**src/design/qap_pkg.sv**
```systemverilog
// Package for the quantized average pool unit: sizes, register indexes,
// configuration and internal item types. No dependencies.
`timescale 1ns / 1ps

package qap_pkg;

  localparam int MAX_CHANNELS = 256;
  localparam int CH_W         = $clog2(MAX_CHANNELS);
  localparam int COUNT_W      = CH_W + 1;
  localparam int ACC_W        = 32;
  localparam int VALUE_W      = 8;
  localparam int PROD_W       = 64;
  localparam int ROUND_W      = 63;
  localparam int SHIFT_W      = 6;
  localparam int ZP_W         = 16;
  localparam int SAT_W        = ZP_W + 2;  // int16 value plus zero point, with sign
  localparam int CFG_DATA_W   = 63;
  localparam int CFG_INDEX_W  = 3;
  localparam int QUEUE_DEPTH  = 4;
  localparam int QPTR_W       = $clog2(QUEUE_DEPTH);
  localparam int QCNT_W       = QPTR_W + 1;

  // Configuration register indexes
  localparam logic [CFG_INDEX_W-1:0] REG_CHANNEL_COUNT = 3'd0;
  localparam logic [CFG_INDEX_W-1:0] REG_BIAS          = 3'd1;
  localparam logic [CFG_INDEX_W-1:0] REG_MULTIPLIER    = 3'd2;
  localparam logic [CFG_INDEX_W-1:0] REG_ROUNDING      = 3'd3;
  localparam logic [CFG_INDEX_W-1:0] REG_SHIFT_AMOUNT  = 3'd4;
  localparam logic [CFG_INDEX_W-1:0] REG_ZERO_POINT    = 3'd5;
  localparam logic [CFG_INDEX_W-1:0] REG_CLAMP_MIN     = 3'd6;
  localparam logic [CFG_INDEX_W-1:0] REG_CLAMP_MAX     = 3'd7;

  typedef struct packed {
    logic [COUNT_W-1:0]        channel_count;
    logic signed [ACC_W-1:0]   bias;
    logic [ACC_W-1:0]          multiplier;
    logic [ROUND_W-1:0]        rounding;
    logic [SHIFT_W-1:0]        shift_amount;
    logic signed [ZP_W-1:0]    zero_point;
    logic [VALUE_W-1:0]        clamp_min;
    logic [VALUE_W-1:0]        clamp_max;
  } cfg_t;

  // Finished window sum handed from the accumulator to the requantizer
  typedef struct packed {
    logic [ACC_W-1:0] acc;
    logic [CH_W-1:0]  channel;
  } sum_item_t;

endpackage

```
**src/design/qap_out_if.sv**
```systemverilog
// Output channel of the quantized average pool unit: valid/ready, byte, channel.
// Depends on qap_pkg.
`timescale 1ns / 1ps

interface qap_out_if;
  logic                        valid;
  logic                        ready;
  logic [qap_pkg::VALUE_W-1:0] out_value;
  logic [qap_pkg::CH_W-1:0]    out_channel;

  modport source (output valid, output out_value, output out_channel, input ready);
  modport sink   (input valid, input out_value, input out_channel, output ready);
endinterface

```
**src/design/qap_back.sv**
```systemverilog
// Back part: five-stage requantizer from window sum to clamped output byte.
// Depends on qap_pkg and qap_out_if.
`timescale 1ns / 1ps

module qap_back (
  input  logic               clk,
  input  logic               rst,
  input  qap_pkg::cfg_t      cfg,
  input  logic               pop_valid,
  input  qap_pkg::sum_item_t pop_item,
  output logic               pop_ready,
  qap_out_if.source          results
);

  logic enable;
  logic v0, v1, v2, v3, v4;

  logic                        neg0, neg1, neg2;
  logic [qap_pkg::CH_W-1:0]    ch0, ch1, ch2, ch3, ch4;
  logic [qap_pkg::ACC_W-1:0]   mag0;
  logic [qap_pkg::PROD_W-1:0]  prod1;
  logic [qap_pkg::PROD_W-1:0]  sum2;
  logic signed [qap_pkg::ACC_W-1:0] sbits3;
  logic [qap_pkg::VALUE_W-1:0] byte4;

  logic [qap_pkg::PROD_W-1:0]  shifted;
  logic [qap_pkg::ACC_W-1:0]   low;
  logic signed [qap_pkg::SAT_W-1:0] s16;
  logic signed [qap_pkg::SAT_W-1:0] with_zp;
  logic [qap_pkg::VALUE_W-1:0] sat_byte;
  logic [qap_pkg::VALUE_W-1:0] upper;
  logic [qap_pkg::VALUE_W-1:0] clamped;

  // Whole pipeline advances unless the output holds an untaken item
  assign enable        = !v4 || results.ready;
  assign pop_ready     = enable;
  assign results.valid = v4;
  assign results.out_value   = byte4;
  assign results.out_channel = ch4;

  // Stage valids
  always_ff @(posedge clk) begin
    if (rst) begin
      v0 <= 1'b0;
      v1 <= 1'b0;
      v2 <= 1'b0;
      v3 <= 1'b0;
      v4 <= 1'b0;
    end else if (enable) begin
      v0 <= pop_valid;
      v1 <= v0;
      v2 <= v1;
      v3 <= v2;
      v4 <= v3;
    end
  end

  // Shift, sign restore
  assign shifted = sum2 >> cfg.shift_amount;
  assign low     = shifted[qap_pkg::ACC_W-1:0];

  // int16 saturation, zero point, byte saturation, clamps
  always_comb begin
    priority if ($signed(sbits3) < -32'sd32768) begin
      s16 = qap_pkg::SAT_W'(-32'sd32768);
    end else if ($signed(sbits3) > 32'sd32767) begin
      s16 = qap_pkg::SAT_W'(32'sd32767);
    end else begin
      s16 = qap_pkg::SAT_W'(sbits3);
    end
    with_zp = s16 + qap_pkg::SAT_W'(cfg.zero_point);
    priority if (with_zp < qap_pkg::SAT_W'(32'sd0)) begin
      sat_byte = '0;
    end else if (with_zp > qap_pkg::SAT_W'(32'sd255)) begin
      sat_byte = 8'hFF;
    end else begin
      sat_byte = with_zp[qap_pkg::VALUE_W-1:0];
    end
    upper   = (sat_byte > cfg.clamp_max) ? cfg.clamp_max : sat_byte;
    clamped = (upper < cfg.clamp_min) ? cfg.clamp_min : upper;
  end

  // Stage payloads: magnitude, product, rounding add, shift, saturate
  always_ff @(posedge clk) begin
    if (enable) begin
      neg0   <= pop_item.acc[qap_pkg::ACC_W-1];
      mag0   <= pop_item.acc[qap_pkg::ACC_W-1] ? (~pop_item.acc + qap_pkg::ACC_W'(1))
                                               : pop_item.acc;
      ch0    <= pop_item.channel;
      neg1   <= neg0;
      prod1  <= qap_pkg::PROD_W'(mag0) * qap_pkg::PROD_W'(cfg.multiplier);
      ch1    <= ch0;
      neg2   <= neg1;
      sum2   <= prod1 + qap_pkg::PROD_W'(cfg.rounding);
      ch2    <= ch1;
      sbits3 <= neg2 ? $signed(~low + qap_pkg::ACC_W'(1)) : $signed(low);
      ch3    <= ch2;
      byte4  <= clamped;
      ch4    <= ch3;
    end
  end

endmodule

```
**src/flat_wrapper.sv**
```systemverilog
// flat-port wrapper written by rule: the top's interface ports become plain ports
module qap_back_flat 
  (clk, rst, cfg, pop_valid, pop_item, pop_ready, results_valid, results_out_value, results_out_channel, results_ready);
  qap_out_if results_i ();
  input  logic clk;
  input  logic rst;
  input  qap_pkg::cfg_t cfg;
  input  logic pop_valid;
  input  qap_pkg::sum_item_t pop_item;
  output logic pop_ready;
  output wire logic [$bits(results_i.valid)-1:0] results_valid;
  output wire logic [$bits(results_i.out_value)-1:0] results_out_value;
  output wire logic [$bits(results_i.out_channel)-1:0] results_out_channel;
  input wire logic [$bits(results_i.ready)-1:0] results_ready;
  assign results_valid = results_i.valid;
  assign results_out_value = results_i.out_value;
  assign results_out_channel = results_i.out_channel;
  assign results_i.ready = results_ready;
  qap_back u_core (.clk(clk), .rst(rst), .cfg(cfg), .pop_valid(pop_valid), .pop_item(pop_item), .pop_ready(pop_ready), .results(results_i));
endmodule
```
**config.mk**
```make
export PLATFORM = sky130hd
export DESIGN_NAME = qap_back_flat
export DESIGN_NICKNAME = d
export VERILOG_FILES = /design/src/design/qap_pkg.sv /design/src/design/qap_out_if.sv /design/src/design/qap_back.sv /design/src/flat_wrapper.sv
export SDC_FILE = /design/constraint.sdc
export NUM_CORES = 2
export LEC_CHECK = 0
export BUFFER_PORTS_ARGS = -buffer_cell sky130_fd_sc_hd__buf_4
export CORE_AREA = 2 2 339 341
export CTS_CLUSTER_DIAMETER = 200
export DETAILED_ROUTE_END_ITERATION = 12
export DIE_AREA = 0 0 341 343
export GPL_ROUTABILITY_DRIVEN = 0
export GPL_TIMING_DRIVEN = 0
export SLEW_MARGIN = 20
export SYNTH_ARGS = -nofsm -noshare
export SYNTH_HDL_FRONTEND = slang
export SYNTH_SLANG_ARGS = --single-unit
```
**constraint.sdc**
```tcl
create_clock -name clk -period 9.43 [get_ports clk]
set_clock_uncertainty 0.1 [all_clocks]
set_input_delay 0.4715 -clock clk [delete_from_list [all_inputs] [get_ports clk]]
set_output_delay 0.4715 -clock clk [all_outputs]
set_load 0.05 [all_outputs]
```
==> impl_results.md <==
- Outcome: finished clean
- Crit path DAT: a little under 10 ns
- Most used cell, CP: fa_1
- Net count after synthesis: slightly below 7000
- Unique masters post-synth: 89
- Core area: around 0.11 mm2
- Worst Max-Slew Pin Slew: ~1.3 ns
- Area growth syn-to-layout: 9.46%
- Die W: ~340 um
- Final Hold Viols: 0
- Synthesized area per cell: approximately 9.3 um2
- Filler cell count in the final layout: 10833
- Die area: around 0.12 mm2
- Drt via density: 5.71
- Final-report max-slew violation count: 0
- Post-synthesis instance area: between 0.05 and 0.06 mm2
- Portion of netlist area occupied by mux cells: 0.0473
- WP data required: 9.73 ns
- Origin of the worst setup path: u_core.mag0[13]
- Sequential area share after synthesis: 0.146
- Port Buffer Count: about 190
- Clk sink count: 248
- Largest net degree at the start of global routing: between 90 and 100
- Initial cell density of the core: 0.447
- CTS Buf Count: 30
- Crit path to: u_core.prod1[51]
- H-tree depth: 1
- Xor-xnor portion of the synthesized cell area: 0.0325
- Post-synthesis simple-gate area fraction: 0.140
- Cell count after synthesis: between 5000 and 6000
- Congestion Overflow GR: 0
- Number of flops mapped to enable cells by yosys: about 240
- First-pass GRT wire length: 266000 um
- Total track usage: 0.308
- Final Non-Filler Cells: 7210
- Asr flop ratio synth: 0
- Yosys warning total: 0
- ANT nets after route: 0
- Post-synthesis compound-gate area fraction: 0.0904
- Period utilization: 0.992
- Min Hold Slack: approximately 0.037 ns
- Reg2Reg Capture Point: u_core.prod1[51]
- Clk buf depth: 3
- Adder-Cell Fraction of Synth Area: 0.444
- Number of DRC markers in iteration 0: 3961
- Vias in the first global route: ~42000
- Worst-Skew Late Latency: about 0.65 ns
- # DRC: 0
- Final setup viols: 0
- Drt wl/cell: 25.0 um
- # nets final: between 7000 and 8000
- Largest family of logic cells by synthesized area: adder cells
- Startpoint types: flop
- Hpwl dp: 149000 um
- Vias: roughly 41000
- Slowest library cell on the worst path: clkbuf_1
- Worst path max stage delay: about 0.76 ns
- R2r setup slk: roughly 0.076 ns
- Detailed Routing Iterations Pass 1: 6
- Final core utilization: 0.489
- Worst r2r path cells: 28
- Fmax: ~110 MHz
- Layout cells sized above 1: 0.0784
- Routed Wire Length: around 180000 um
- CTS tree: yes
- Worst Path Class, Setup: reg -> reg
- Worst hold path class: in -> reg
- Setup TNS: 0 ns
- Most common cell after layout, fill and taps aside: inv_1
- FP Rows: around 120
- Die height: roughly 340 um
- Yosys reg bits: ~250
- Clk root buf: clkbuf_16
- Clk slew on worst S/H paths: approximately 0.060 ns
- Commonest non-fill, non-tap cells in the layout: inv_1, nand2_1, fa_1
- Ports: ~240
- R2r startpoint: u_core.mag0[13]
- Max_cap viols: 0
- Placed Cells: roughly 7000
- Slew headroom: 0.163
- CP Capture Type: flop
- Top FF cell, synth: edfxtp_1
- Initial antenna violation count: 11
- RSZ-0062 raised after global routing: yes
- Critical path peak fanout: 10
- Tmin final: a little over 9 ns
==> timing repair <==
action,4_1_cts,5_1_grt
setup endpoints to repair,9,14
gates resized for setup,23,43
buffers inserted,0,1
hold endpoints to repair,21,0
hold buffers,18,0
==> synth_stat cells (15+ instances only) <==
master / count / share of area
inv_1: 1011 / 0.075
xor2_1: 50 / 0.0086
nand4_1: 30 / 0.0037
and2_1: 263 / 0.032
fa_1: 898 / 0.35
nand2_1: 940 / 0.070
buf_2: 20 / 0.0020
o21a_1: 28 / 0.0042
a31oi_1: 29 / 0.0036
a21oi_1: 172 / 0.017
nor2_1: 125 / 0.0093
clkbuf_1: 253 / 0.019
o21ai_0: 126 / 0.012
xnor2_1: 138 / 0.024
mux2i_1: 64 / 0.013
a21o_1: 92 / 0.014
mux4_2: 56 / 0.025
o21bai_1: 22 / 0.0033
o211ai_1: 18 / 0.0027
nand2b_1: 22 / 0.0027
nor3_1: 23 / 0.0023
o31ai_1: 24 / 0.0036
nor2b_1: 25 / 0.0031
and3_1: 16 / 0.0020
edfxtp_1: 243 / 0.14
a211oi_1: 28 / 0.0042
ha_1: 360 / 0.089
mux2_2: 39 / 0.0087
o22ai_1: 15 / 0.0019
nand3_1: 50 / 0.0049
==> cells by family after synthesis <==
| kind of cell | Yosys count |
|---|---|
| simple gates | 1566 |
| flops | 248 |
| mux | 162 |
| buf+inv | 1310 |
| xor+xnor | 188 |
| compound gates | 691 |
| fa+ha+maj | 1258 |
==> critical path: cells and delay by family (launching register included) <==
kind / cells / cell delay, ns
buffers and inverters: 7 / 1.31
XOR/XNOR: 1 / 0.10
flip-flops: 1 / 0.48
adder cells (fa/ha/maj): 9 / 4.43
AO/OA/AOI/OAI: 7 / 1.77
AND/OR/NAND/NOR: 4 / 0.90
==> final cells by class <==
class | count | area [um2] | share of cell area
repair buffers | 213 | 1680 | 0.0304
clock buffers | 33 | 762 | 0.0137
plain buffers | 295 | 1280 | 0.0231
inverters | 1015 | 3820 | 0.0689
clock inverters | 23 | 333 | 0.00600
flip-flops and latches | 248 | 7400 | 0.133
well taps | 1512 | 1890 | 0.0341
diodes | 6 | 15.0 | 0.000271
multi-input cells | 3865 | 38300 | 0.690
==> worst min path at each step <==
stage	from	endpoint	cells after the start
global placement	u_core.ch0[1]	u_core.ch1[1]	0
floorplan	u_core.ch0[0]	u_core.ch1[0]	0
CTS	cfg[13]	u_core.results.out_value[5]	2
detailed placement	u_core.ch1[2]	u_core.ch2[2]	0
finish	pop_item[32]	u_core.mag0[24]	2
global route	pop_item[18]	u_core.mag0[10]	2
==> stage by stage <==
stage,cell area (um2),setup WS [ns]
2_1_floorplan,50600,1.67
3_3_place_gp,54000,-0.898
3_5_place_dp,54100,-0.652
4_1_cts,55400,0.0336
5_1_grt,55400,-0.0380
6_report,55400,0.0762
==> registers in the layout, summed over array words and instances, names as in the netlist, 8 cells and up <==
name / count
u_core.sbits3: 32
u_core.ch1: 8
u_core.ch0: 8
u_core.results.out_value: 8
u_core.results.out_channel: 8
u_core.mag0: 32
u_core.prod1: 64
u_core.ch3: 8
u_core.ch2: 8
u_core.sum2: 64
==> routing by layer <==
| layer | track usage | share of wire | vias to the layer above |
|---|---|---|---|
| met5 | 0 | 0.00029 | - |
| met4 | 0.174 | 0.071 | 8 |
| met1 | 0.363 | 0.36 | 20476 |
| met3 | 0.0955 | 0.11 | 652 |
| li1 | - | - | 17711 |
| met2 | 0.501 | 0.46 | 2336 |
Power is left out: the tool's default activity adds up to more than one toggle a clock period on the data nets, which glitch-free logic cannot reach.
