File: config.mk
export PLATFORM = sky130hd
export DESIGN_NAME = qap_queue
export DESIGN_NICKNAME = d
export VERILOG_FILES = /design/src/design/qap_pkg.sv /design/src/design/qap_queue.sv
export SDC_FILE = /design/constraint.sdc
export NUM_CORES = 1
export LEC_CHECK = 0
export BUFFER_PORTS_ARGS = -buffer_cell sky130_fd_sc_hd__buf_4
export CELL_PAD_IN_SITES_DETAIL_PLACEMENT = 0
export CELL_PAD_IN_SITES_GLOBAL_PLACEMENT = 1
export CORE_MARGIN = 10
export CORE_UTILIZATION = 25
export CTS_BUF_LIST = sky130_fd_sc_hd__clkbuf_8
export CTS_CLUSTER_SIZE = 28
export DETAILED_ROUTE_END_ITERATION = 8
export PLACE_DENSITY_LB_ADDON = 0.08
export SYNTH_ARGS = -nofsm -noshare
export SYNTH_HDL_FRONTEND = slang
export SYNTH_SLANG_ARGS = --single-unit
export TNS_END_PERCENT = 100
File: constraint.sdc
create_clock -name clk -period 5.41 [get_ports clk]
set_clock_uncertainty 0.05 [all_clocks]
set_input_delay 1.082 -clock clk [delete_from_list [all_inputs] [get_ports clk]]
set_output_delay 1.082 -clock clk [all_outputs]
set_load 0.005 [all_outputs]
File: src/design/qap_pkg.sv
// Package for the quantized average pool unit: sizes, register indexes,
// configuration and internal item types. No dependencies.
`timescale 1ns / 1ps

package qap_pkg;

  localparam int MAX_CHANNELS = 256;
  localparam int CH_W         = $clog2(MAX_CHANNELS);
  localparam int COUNT_W      = CH_W + 1;
  localparam int ACC_W        = 32;
  localparam int VALUE_W      = 8;
  localparam int PROD_W       = 64;
  localparam int ROUND_W      = 63;
  localparam int SHIFT_W      = 6;
  localparam int ZP_W         = 16;
  localparam int SAT_W        = ZP_W + 2;  // int16 value plus zero point, with sign
  localparam int CFG_DATA_W   = 63;
  localparam int CFG_INDEX_W  = 3;
  localparam int QUEUE_DEPTH  = 4;
  localparam int QPTR_W       = $clog2(QUEUE_DEPTH);
  localparam int QCNT_W       = QPTR_W + 1;

  // Configuration register indexes
  localparam logic [CFG_INDEX_W-1:0] REG_CHANNEL_COUNT = 3'd0;
  localparam logic [CFG_INDEX_W-1:0] REG_BIAS          = 3'd1;
  localparam logic [CFG_INDEX_W-1:0] REG_MULTIPLIER    = 3'd2;
  localparam logic [CFG_INDEX_W-1:0] REG_ROUNDING      = 3'd3;
  localparam logic [CFG_INDEX_W-1:0] REG_SHIFT_AMOUNT  = 3'd4;
  localparam logic [CFG_INDEX_W-1:0] REG_ZERO_POINT    = 3'd5;
  localparam logic [CFG_INDEX_W-1:0] REG_CLAMP_MIN     = 3'd6;
  localparam logic [CFG_INDEX_W-1:0] REG_CLAMP_MAX     = 3'd7;

  typedef struct packed {
    logic [COUNT_W-1:0]        channel_count;
    logic signed [ACC_W-1:0]   bias;
    logic [ACC_W-1:0]          multiplier;
    logic [ROUND_W-1:0]        rounding;
    logic [SHIFT_W-1:0]        shift_amount;
    logic signed [ZP_W-1:0]    zero_point;
    logic [VALUE_W-1:0]        clamp_min;
    logic [VALUE_W-1:0]        clamp_max;
  } cfg_t;

  // Finished window sum handed from the accumulator to the requantizer
  typedef struct packed {
    logic [ACC_W-1:0] acc;
    logic [CH_W-1:0]  channel;
  } sum_item_t;

endpackage

File: src/design/qap_queue.sv
// Short queue between the accumulator front and the requantizer back.
// Depends on qap_pkg.
`timescale 1ns / 1ps

module qap_queue (
  input  logic               clk,
  input  logic               rst,
  input  logic               push_valid,
  input  qap_pkg::sum_item_t push_item,
  output logic               push_ready,
  output logic               pop_valid,
  output qap_pkg::sum_item_t pop_item,
  input  logic               pop_ready
);

  qap_pkg::sum_item_t         slots [qap_pkg::QUEUE_DEPTH];
  logic [qap_pkg::QPTR_W-1:0] wr_ptr;
  logic [qap_pkg::QPTR_W-1:0] rd_ptr;
  logic [qap_pkg::QCNT_W-1:0] count;
  logic                       do_push;
  logic                       do_pop;

  assign push_ready = (count != qap_pkg::QCNT_W'(qap_pkg::QUEUE_DEPTH));
  assign pop_valid  = (count != '0);
  assign pop_item   = slots[rd_ptr];
  assign do_push    = push_valid && push_ready;
  assign do_pop     = pop_valid && pop_ready;

  // Pointers and fill count
  always_ff @(posedge clk) begin
    if (rst) begin
      wr_ptr <= '0;
      rd_ptr <= '0;
      count  <= '0;
    end else begin
      if (do_push) begin
        wr_ptr <= wr_ptr + qap_pkg::QPTR_W'(1);
      end
      if (do_pop) begin
        rd_ptr <= rd_ptr + qap_pkg::QPTR_W'(1);
      end
      unique case ({do_push, do_pop})
        2'b10:   count <= count + qap_pkg::QCNT_W'(1);
        2'b01:   count <= count - qap_pkg::QCNT_W'(1);
        default: count <= count;
      endcase
    end
  end

  // Slot storage
  always_ff @(posedge clk) begin
    if (do_push) begin
      slots[wr_ptr] <= push_item;
    end
  end

endmodule

==> impl_summary.md, run 1 <==
Run status
The flow ran to the end, and the final reports show no timing, DRC or antenna violations.

Worst hold path
The classification of the worst-slack hold path is flop to flop.

STA
The transition time of the tightest slew-check pin is 0.907 ns. The total negative setup slack is 0 ns. The final cycle utilization of the critical path is 61.8%. The hold violation count in the final report is 0.

The tightest slew margin relative to the limit is 39.5%. The setup-violating endpoint count in the final report is 0. Setup repair after global routing left no endpoint under its margin. Static timing analysis puts the maximum clock frequency at 299 MHz.

The total count of max-transition violations in the final report is 0. The worst hold slack is 0.470 ns. The worst path needs 3.35 ns of the cycle, external delays included.

Final layout
The area growth from synthesis to layout is 21.0%. In the final layout, the share of cells above drive strength 1 is 44.8%. Counting the fill cells in the layout gives 2486.

The net count of the finished layout is 410. The post-route non-filler standard cell count is 704.

Yosys
The largest total area in the synthesized netlist belongs to sky130_fd_sc_hd__edfxtp_1. After synthesis the netlist holds a flip-flop and latch count of 169. When the netlist entered floorplanning its net count stood at 311. The most frequently used flop master after synthesis is sky130_fd_sc_hd__edfxtp_1. The Yosys step of the flow raised 0 warnings. Ranked by instance count, the synthesized netlist is headed by 160 x sky130_fd_sc_hd__edfxtp_1, 40 x sky130_fd_sc_hd__mux4_2, 9 x sky130_fd_sc_hd__dfxtp_1, 9 x sky130_fd_sc_hd__nor2_1, 6 x sky130_fd_sc_hd__inv_1. The number of flops mapped to enable cells by yosys is 160. Of the post-synthesis cell area, the dominant cell type holds 76.3%.

By instance count, the leading cell after synthesis is sky130_fd_sc_hd__edfxtp_1. The number of cells produced by synthesis is 261. The synthesized cell area is 6290 µm². In the synthesized netlist the async set-or-reset flop fraction comes to 0%. Sorting the synthesized cells by area gives the leading types as sky130_fd_sc_hd__edfxtp_1 76%, sky130_fd_sc_hd__mux4_2 14%, sky130_fd_sc_hd__dfxtp_1 2.9%. Dividing the synthesized area by the synthesized cell count gives 24.1 µm². After synthesis, flip-flops and latches occupy 79.2% of the total area. The number of distinct standard cells referenced by the synthesized netlist is 24.

Worst setup path
Setup slack on the worst reg-to-reg path comes out at 3.28 ns. The category of the most critical setup path is flop to primary output. The number of cells on the worst reg-to-reg path is 9. Data on the critical path arrives at its endpoint at 2.21 ns. The startpoint of the worst register-to-register path is count[1]. The worst setup path is captured at a primary output.

The worst register-to-register path ends at count[2]. The maximum fanout count along the critical path is 40. In this run the worst setup path terminates at pop_item[16]. The kind of start point of the critical path is a flop. For the worst setup path, the data required time is 4.28 ns.

Power and ir drop
The power density normalized to cell area is 426 nW/µm². The total chip power is 0.00324 W. Cell internal power was estimated by the tool at 0.00235 W.

The worst-case IR drop observed on VDD is 0.000149 V. Of the total power, the clock network draws 23.9%. Combinational cells account for 23.4% of the total power. Summed over all nets, the switching power comes to 0.000897 W.

The static leakage is 2.48 nW. Sequential cells burn 52.7% of the power. The switching portion of total power is 27.6%.

Place
The wire-length estimate of the detail-placed layout is 7950 µm. Buffers placed on the I/O ports in this run total 85. The number of placed instances with taps included is 671. The routability congestion estimate is 0.658.

Floorplanning
After floorplanning, the core was divided into 58 placement rows. In this run the standard cell core region covers 25000 µm². The area of the die is 31900 µm². The die is 179 µm wide. The starting utilization of the core area is 25.2%. The count of boundary I/O pins is 86. The vertical extent of the die is 179 µm.

Clocking
The number of buffers inserted to repair setup after CTS is 0. The later pin in the worst-skew pair is clocked with a latency of 0.43 ns. The maximum buffer depth of the clock tree is 2. CTS placed an instance of sky130_fd_sc_hd__clkbuf_8 at the clock tree root. The number of hold buffers added after cts is 0. The count of H-tree levels built during CTS is 4. The post-cts gate resize count is 0. Clock tree synthesis found a total of 169 sinks. The number of buffers added by the clock tree synthesis step is 17. The clock slew seen by the registers of the worst setup and hold paths is 0.09 ns.

The clock tree from TritonCTS is done.

GRT
The number of antenna violations at the first check in global routing came to 1. The total grt overflow is 0. Entering global routing, the biggest net connects 41 pins. The global router's overall resource usage is 8.95%.

The first global-routing pass estimated 20700 µm of wire. The via count of the first global-routing pass is 3235.

Route
The per-cell via count in the routed design is 4.09. The wire length after detailed routing is 13600 µm. The via total after detailed routing is 2876. The total iterations of the first detailed-routing run is 4. In this run the remaining antenna-violating nets after routing total 0. After detailed routing, the average wire length per cell comes to 19.4 µm. In the routed design, unresolved DRC markers number 0. After the first detailed-routing iteration, the DRC count stood at 204.

Run
The number of maximum-capacitance violations is 0.
## worst min-delay path by stage
stage | from | endpoint | depth (start not counted)
2_1_floorplan | wr_ptr[1] | wr_ptr[1] | 2
3_3_place_gp | wr_ptr[1] | wr_ptr[1] | 2
3_5_place_dp | rd_ptr[1] | flop | 2
4_1_cts | wr_ptr[1] | wr_ptr[1] | 2
5_1_grt | wr_ptr[1] | wr_ptr[1] | 2
6_report | wr_ptr[1] | wr_ptr[1] | 2
## layer usage
metal,track usage (%),vias to the layer above,share of wire [%]
li1,-,1278,-
met1,11.5,1527,45
met2,13.7,66,48
met3,3.62,5,6.1
met4,2.58,0,0.83
met5,0,-,0
## power groups by stage
| stage | Sequential (W) | Clock [W] | Combinational [W] |
|---|---|---|---|
| CTS | 0.00173 | 0.000816 | 0.000793 |
| floorplan | 0.00164 | 0 | 0.000539 |
| global placement | 0.00175 | 0 | 0.000794 |
| detailed placement | 0.00176 | 0 | 0.000790 |
| global route | 0.00175 | 0.000876 | 0.000836 |
| finish | 0.00171 | 0.000775 | 0.000758 |
## cells by family (layout without fill, tap and decap cells)
| group | count (synthesis) | in the layout | share of synthesized area [%] |
|---|---|---|---|
| flip-flops | 169 | 169 | 79.2 |
| multiplexers | 42 | 42 | 14.7 |
| AND/OR/NAND/NOR | 18 | 18 | 1.39 |
| buffers and inverters | 16 | 128 | 2.19 |
| adder cells (fa/ha/maj) | 6 | 6 | 1.31 |
| AO/OA/AOI/OAI | 6 | 6 | 0.696 |
| XOR/XNOR | 4 | 4 | 0.557 |
| other | 0 | 1 | 0 |
## final cells by class
type / instances / area [µm²] / area share [%]
Timing Repair Buffer: 90 / 676 / 8.87
Clock inverter: 15 / 103 / 1.35
Antenna cell: 1 / 2.50 / 0.0329
Inverter: 6 / 22.5 / 0.296
Tap cell: 330 / 413 / 5.42
Sequential cell: 169 / 4990 / 65.5
Clock buffer: 17 / 234 / 3.07
Multi-Input combinational cell: 76 / 1180 / 15.4
## registers in the layout (all words and copies together), names as in the netlist, named ones only
| signal | count |
|---|---|
| slots | 160 |
| count | 3 |
| rd_ptr | 2 |
| wr_ptr | 2 |
## per-stage QoR
step           setup slack, ns  utilization [%]  instance area (µm²)
5_1_grt                   1.84             30.5                 7610
2_1_floorplan             2.61                -                 6290
6_report                  2.06             30.5                 7620
3_5_place_dp              2.42             29.2                 7280
4_1_cts                   1.91             30.5                 7610
3_3_place_gp              2.41             29.2                 7280
## layout by cell type (no fill, tap or decap), types with 5 or more instances in the layout
master and count:
sky130_fd_sc_hd__clkinvlp_4 5, sky130_fd_sc_hd__dfxtp_1 7, sky130_fd_sc_hd__edfxtp_1 160, sky130_fd_sc_hd__clkbuf_8 17
sky130_fd_sc_hd__buf_4 90, sky130_fd_sc_hd__inv_1 7, sky130_fd_sc_hd__mux4_2 40, sky130_fd_sc_hd__nor2_1 9
sky130_fd_sc_hd__ha_1 5
## critical path: stages (launching register included)
cell	delay [ns]
sky130_fd_sc_hd__dfxtp_4	0.96
sky130_fd_sc_hd__mux4_2	0.65
sky130_fd_sc_hd__buf_4	0.16
Power figures use the tool's default switching activity.
==> run 2, diff against run 1 <==
==> constraint.sdc (replaced) <==
create_clock -name clk -period 3 [get_ports clk]
set_clock_uncertainty 0.05 [all_clocks]
set_input_delay 0.6 -clock clk [delete_from_list [all_inputs] [get_ports clk]]
set_output_delay 0.6 -clock clk [all_outputs]
set_load 0.005 [all_outputs]
==> impl_summary.md, run 2 (synthesis results as in run 1) <==
STA
For this run, the top clock speed supported by timing is 375 MHz. The total negative setup slack is 0 ns (unchanged). Setup repair after global routing missed its margin: false (unchanged).

The total count of max-transition violations in the final report was 0 (unchanged). The setup-violating endpoint count in the final report came to 0 (unchanged). The hold violation count in the final report is 0 (unchanged). For the finished layout, the period the worst path requires is 2.66 ns. The setup slack after layout is 0.335 ns (was 2.06 ns). The worst path uses 88.8% of the clock period. The tightest slew margin relative to the limit is 71.7% (was 39.5%). The transition time of the tightest slew-check pin is 0.419 ns (was 0.907 ns).

Floorplanning
The overall die width is 179 µm (unchanged). The vertical extent of the die is 179 µm (unchanged). The starting utilization of the core area is 25.2% (unchanged). The count of boundary I/O pins is 86 (unchanged). The area of the die is 31900 µm² (unchanged). The area of the placeable core is 25000 µm² (unchanged). The placement row count is 58 (unchanged).

Final layout
The most common library cell in the layout ignoring fill and taps is sky130_fd_sc_hd__edfxtp_1 (unchanged). The flip-flop count of the largest register, all copies and words added came to 160 (unchanged). The number of nets in the layout is 414 (was 410).

The register name with the most flops is slots (unchanged). The growth of design area from synthesis to finish came to 23.4% (was 21.0%). The number of antenna diodes was 0 (was 1). Registers with the most flip-flops: slots: 160 flops, count: 3 flops (unchanged). The fraction of final layout cells sized beyond drive strength 1 is 46.0% (was 44.8%).

Commonest cells after routing, fill and taps aside: 160 x sky130_fd_sc_hd__edfxtp_1, 89 x sky130_fd_sc_hd__buf_4, 40 x sky130_fd_sc_hd__mux4_2 (was 160 x sky130_fd_sc_hd__edfxtp_1, 90 x sky130_fd_sc_hd__buf_4, 40 x sky130_fd_sc_hd__mux4_2).

Worst setup path
The startpoint of the worst register-to-register path is count[0] (was count[1]). The cell at the slowest stage of the critical path is sky130_fd_sc_hd__dfxtp_4 (unchanged). The arrival time reported for the critical path endpoint is 2.01 ns (was 2.21 ns). The timing endpoint of the critical path is pop_item[18] (was pop_item[16]). The kind of start point of the critical path is a flop (unchanged). Worst path cell trace: buf_4 > mux4_2 > buf_4 (was mux4_2 > buf_4). The required time at the endpoint of the critical path is 2.35 ns (was 4.28 ns). The maximum fanout count along the critical path is 15 (was 40). The category of the most critical setup path is flop to primary output (unchanged). The type of element capturing the critical path is a primary output (unchanged). The endpoint of the most critical register-to-register path was count[2] (unchanged). The cell that appears most often on the critical path is sky130_fd_sc_hd__buf_4. The number of cells on the worst reg-to-reg path is 9 (unchanged).

The largest stage delay on the critical path is 0.60 ns (was 0.96 ns). The reg2reg setup slack is 0.88 ns (was 3.28 ns).

Place
The sum of net half-perimeters after detailed placement is 8630 µm (was 7950 µm). The pre-CTS setup slack came to 0.673 ns (was 2.42 ns). The routability congestion estimate is 0.684 (was 0.658). The count of buffers inserted at the top-level ports is 85 (unchanged).

Route
The DRC marker count from the first detailed-route iteration is 145 (was 204). The via total after detailed routing is 2883 (was 2876). The routed length per placed instance is 19.8 µm (was 19.4 µm).

The wire length after detailed routing was 13900 µm (was 13600 µm). The total iterations of the first detailed-routing run is 4 (unchanged). The post-detailed-route count of antenna-violating nets was 0 (unchanged). The remaining design rule violation count is 0 (unchanged). The per-cell via count in the routed design is 4.08 (was 4.09).

Clocking
The clock slew seen by the registers of the worst setup and hold paths is 0.10 ns (was 0.09 ns). The count of H-tree levels built during CTS came to 4 (unchanged). The number of hold buffers added after cts was 0 (unchanged). The clock tree from TritonCTS was done (unchanged). The number of buffers inserted to repair setup after CTS came to 0 (unchanged). The clock sink count is 169 (unchanged). The clock root buffer was sky130_fd_sc_hd__clkbuf_8 (unchanged). The clock network latency to the later pin of the worst-skew pair came to 0.43 ns (about the same). The post-cts gate resize count is 0 (unchanged).

The maximum buffer depth of the clock tree is 2 (unchanged). The number of buffers added by the clock tree synthesis step is 17 (unchanged).

Power and ir drop
The power density normalized to cell area is 794 nW/µm² (was 426 nW/µm²). The worst vdd rail ir drop is 0.000312 V (was 0.000149 V). The static leakage was 2.54 nW (was 2.48 nW).

GRT
The maximum number of pins on one net before global-route repair came to 37 (was 41). The total grt overflow is 0 (unchanged). The number of antenna violations at the first check in global routing is 0 (was 1). The via count of the first global-routing pass is 3312 (was 3235). The global-route wire length before repair is 20800 µm (was 20700 µm).

The global router's overall resource usage came to 8.99% (was 8.95%).

Worst hold path
The classification of the worst-slack hold path is input pin to flop (was flop to flop).

Run status
Run status: complete, no violations (unchanged).

Run
The number of maximum-capacitance violations came to 0 (unchanged).
## run 2: changes by cell type in the layout (fill, tap and decap cells not counted)
cell,delta
sky130_fd_sc_hd__buf_12,+5
sky130_fd_sc_hd__bufinv_16,+2
sky130_fd_sc_hd__clkinv_1,-2
sky130_fd_sc_hd__clkinv_2,-2
sky130_fd_sc_hd__inv_6,+2
sky130_fd_sc_hd__buf_4,-1
sky130_fd_sc_hd__clkinvlp_4,-1
sky130_fd_sc_hd__diode_2,-1
sky130_fd_sc_hd__inv_1,-1
sky130_fd_sc_hd__inv_8,+1
## run 2: where the power goes
part,switching [W],internal (W)
registers,0.000149,0.00285
logic,0.000662,0.000880
clock network,0.000872,0.000758
## run 2: worst min path at each step
| stage | startpoint | to | slack (ns) | depth (start not counted) |
|---|---|---|---|---|
| after global routing | push_item[15] | slots[3][15] | 0.25 | 1 |
| after global placement | rd_ptr[1] | flop | 0.45 | 2 |
| after detailed placement | wr_ptr[1] | wr_ptr[1] | 0.46 | 2 |
| after CTS | push_item[15] | slots[3][15] | 0.26 | 1 |
| final | push_item[15] | slots[3][15] | 0.30 | 1 |
| after floorplan | wr_ptr[1] | wr_ptr[1] | 0.43 | 2 |
## run 2: area by class of cell
| cell class | instances | area, µm² |
|---|---|---|
| Clock buffer | 17 | 234 |
| Tap cell | 330 | 413 |
| Timing Repair Buffer | 94 | 768 |
| Clock inverter | 14 | 163 |
| Sequential cell | 169 | 4990 |
| Multi-Input combinational cell | 76 | 1180 |
| Fill cell | 2464 | 17200 |
| Inverter | 6 | 22.5 |
## run 2: critical path, delay by kind of cell (launching register included)
family	cells	cell delay, ns
buf+inv	2	0.44
flops	1	0.60
mux	1	0.53
## run 2: through the flow
stage,power [W],hold slack [ns],std cells,area (µm²),utilization (%)
finish,0.00617,0.301,706,7770,31.1
global route,0.00654,0.253,706,7770,31.1
CTS,0.00634,0.263,706,7770,31.1
detailed placement,0.00468,0.463,675,7370,29.5
global placement,0.00467,0.453,675,7370,29.5
floorplan,0.00392,0.432,261,6290,-
## run 2: routing by layer
layer	GRT usage (%)	routed length (µm)	vias to the layer above
met5	0	0	-
met3	3.14	734	10
met1	10.9	6080	1525
met4	2.96	164	0
met2	14.7	6970	64
li1	-	-	1284
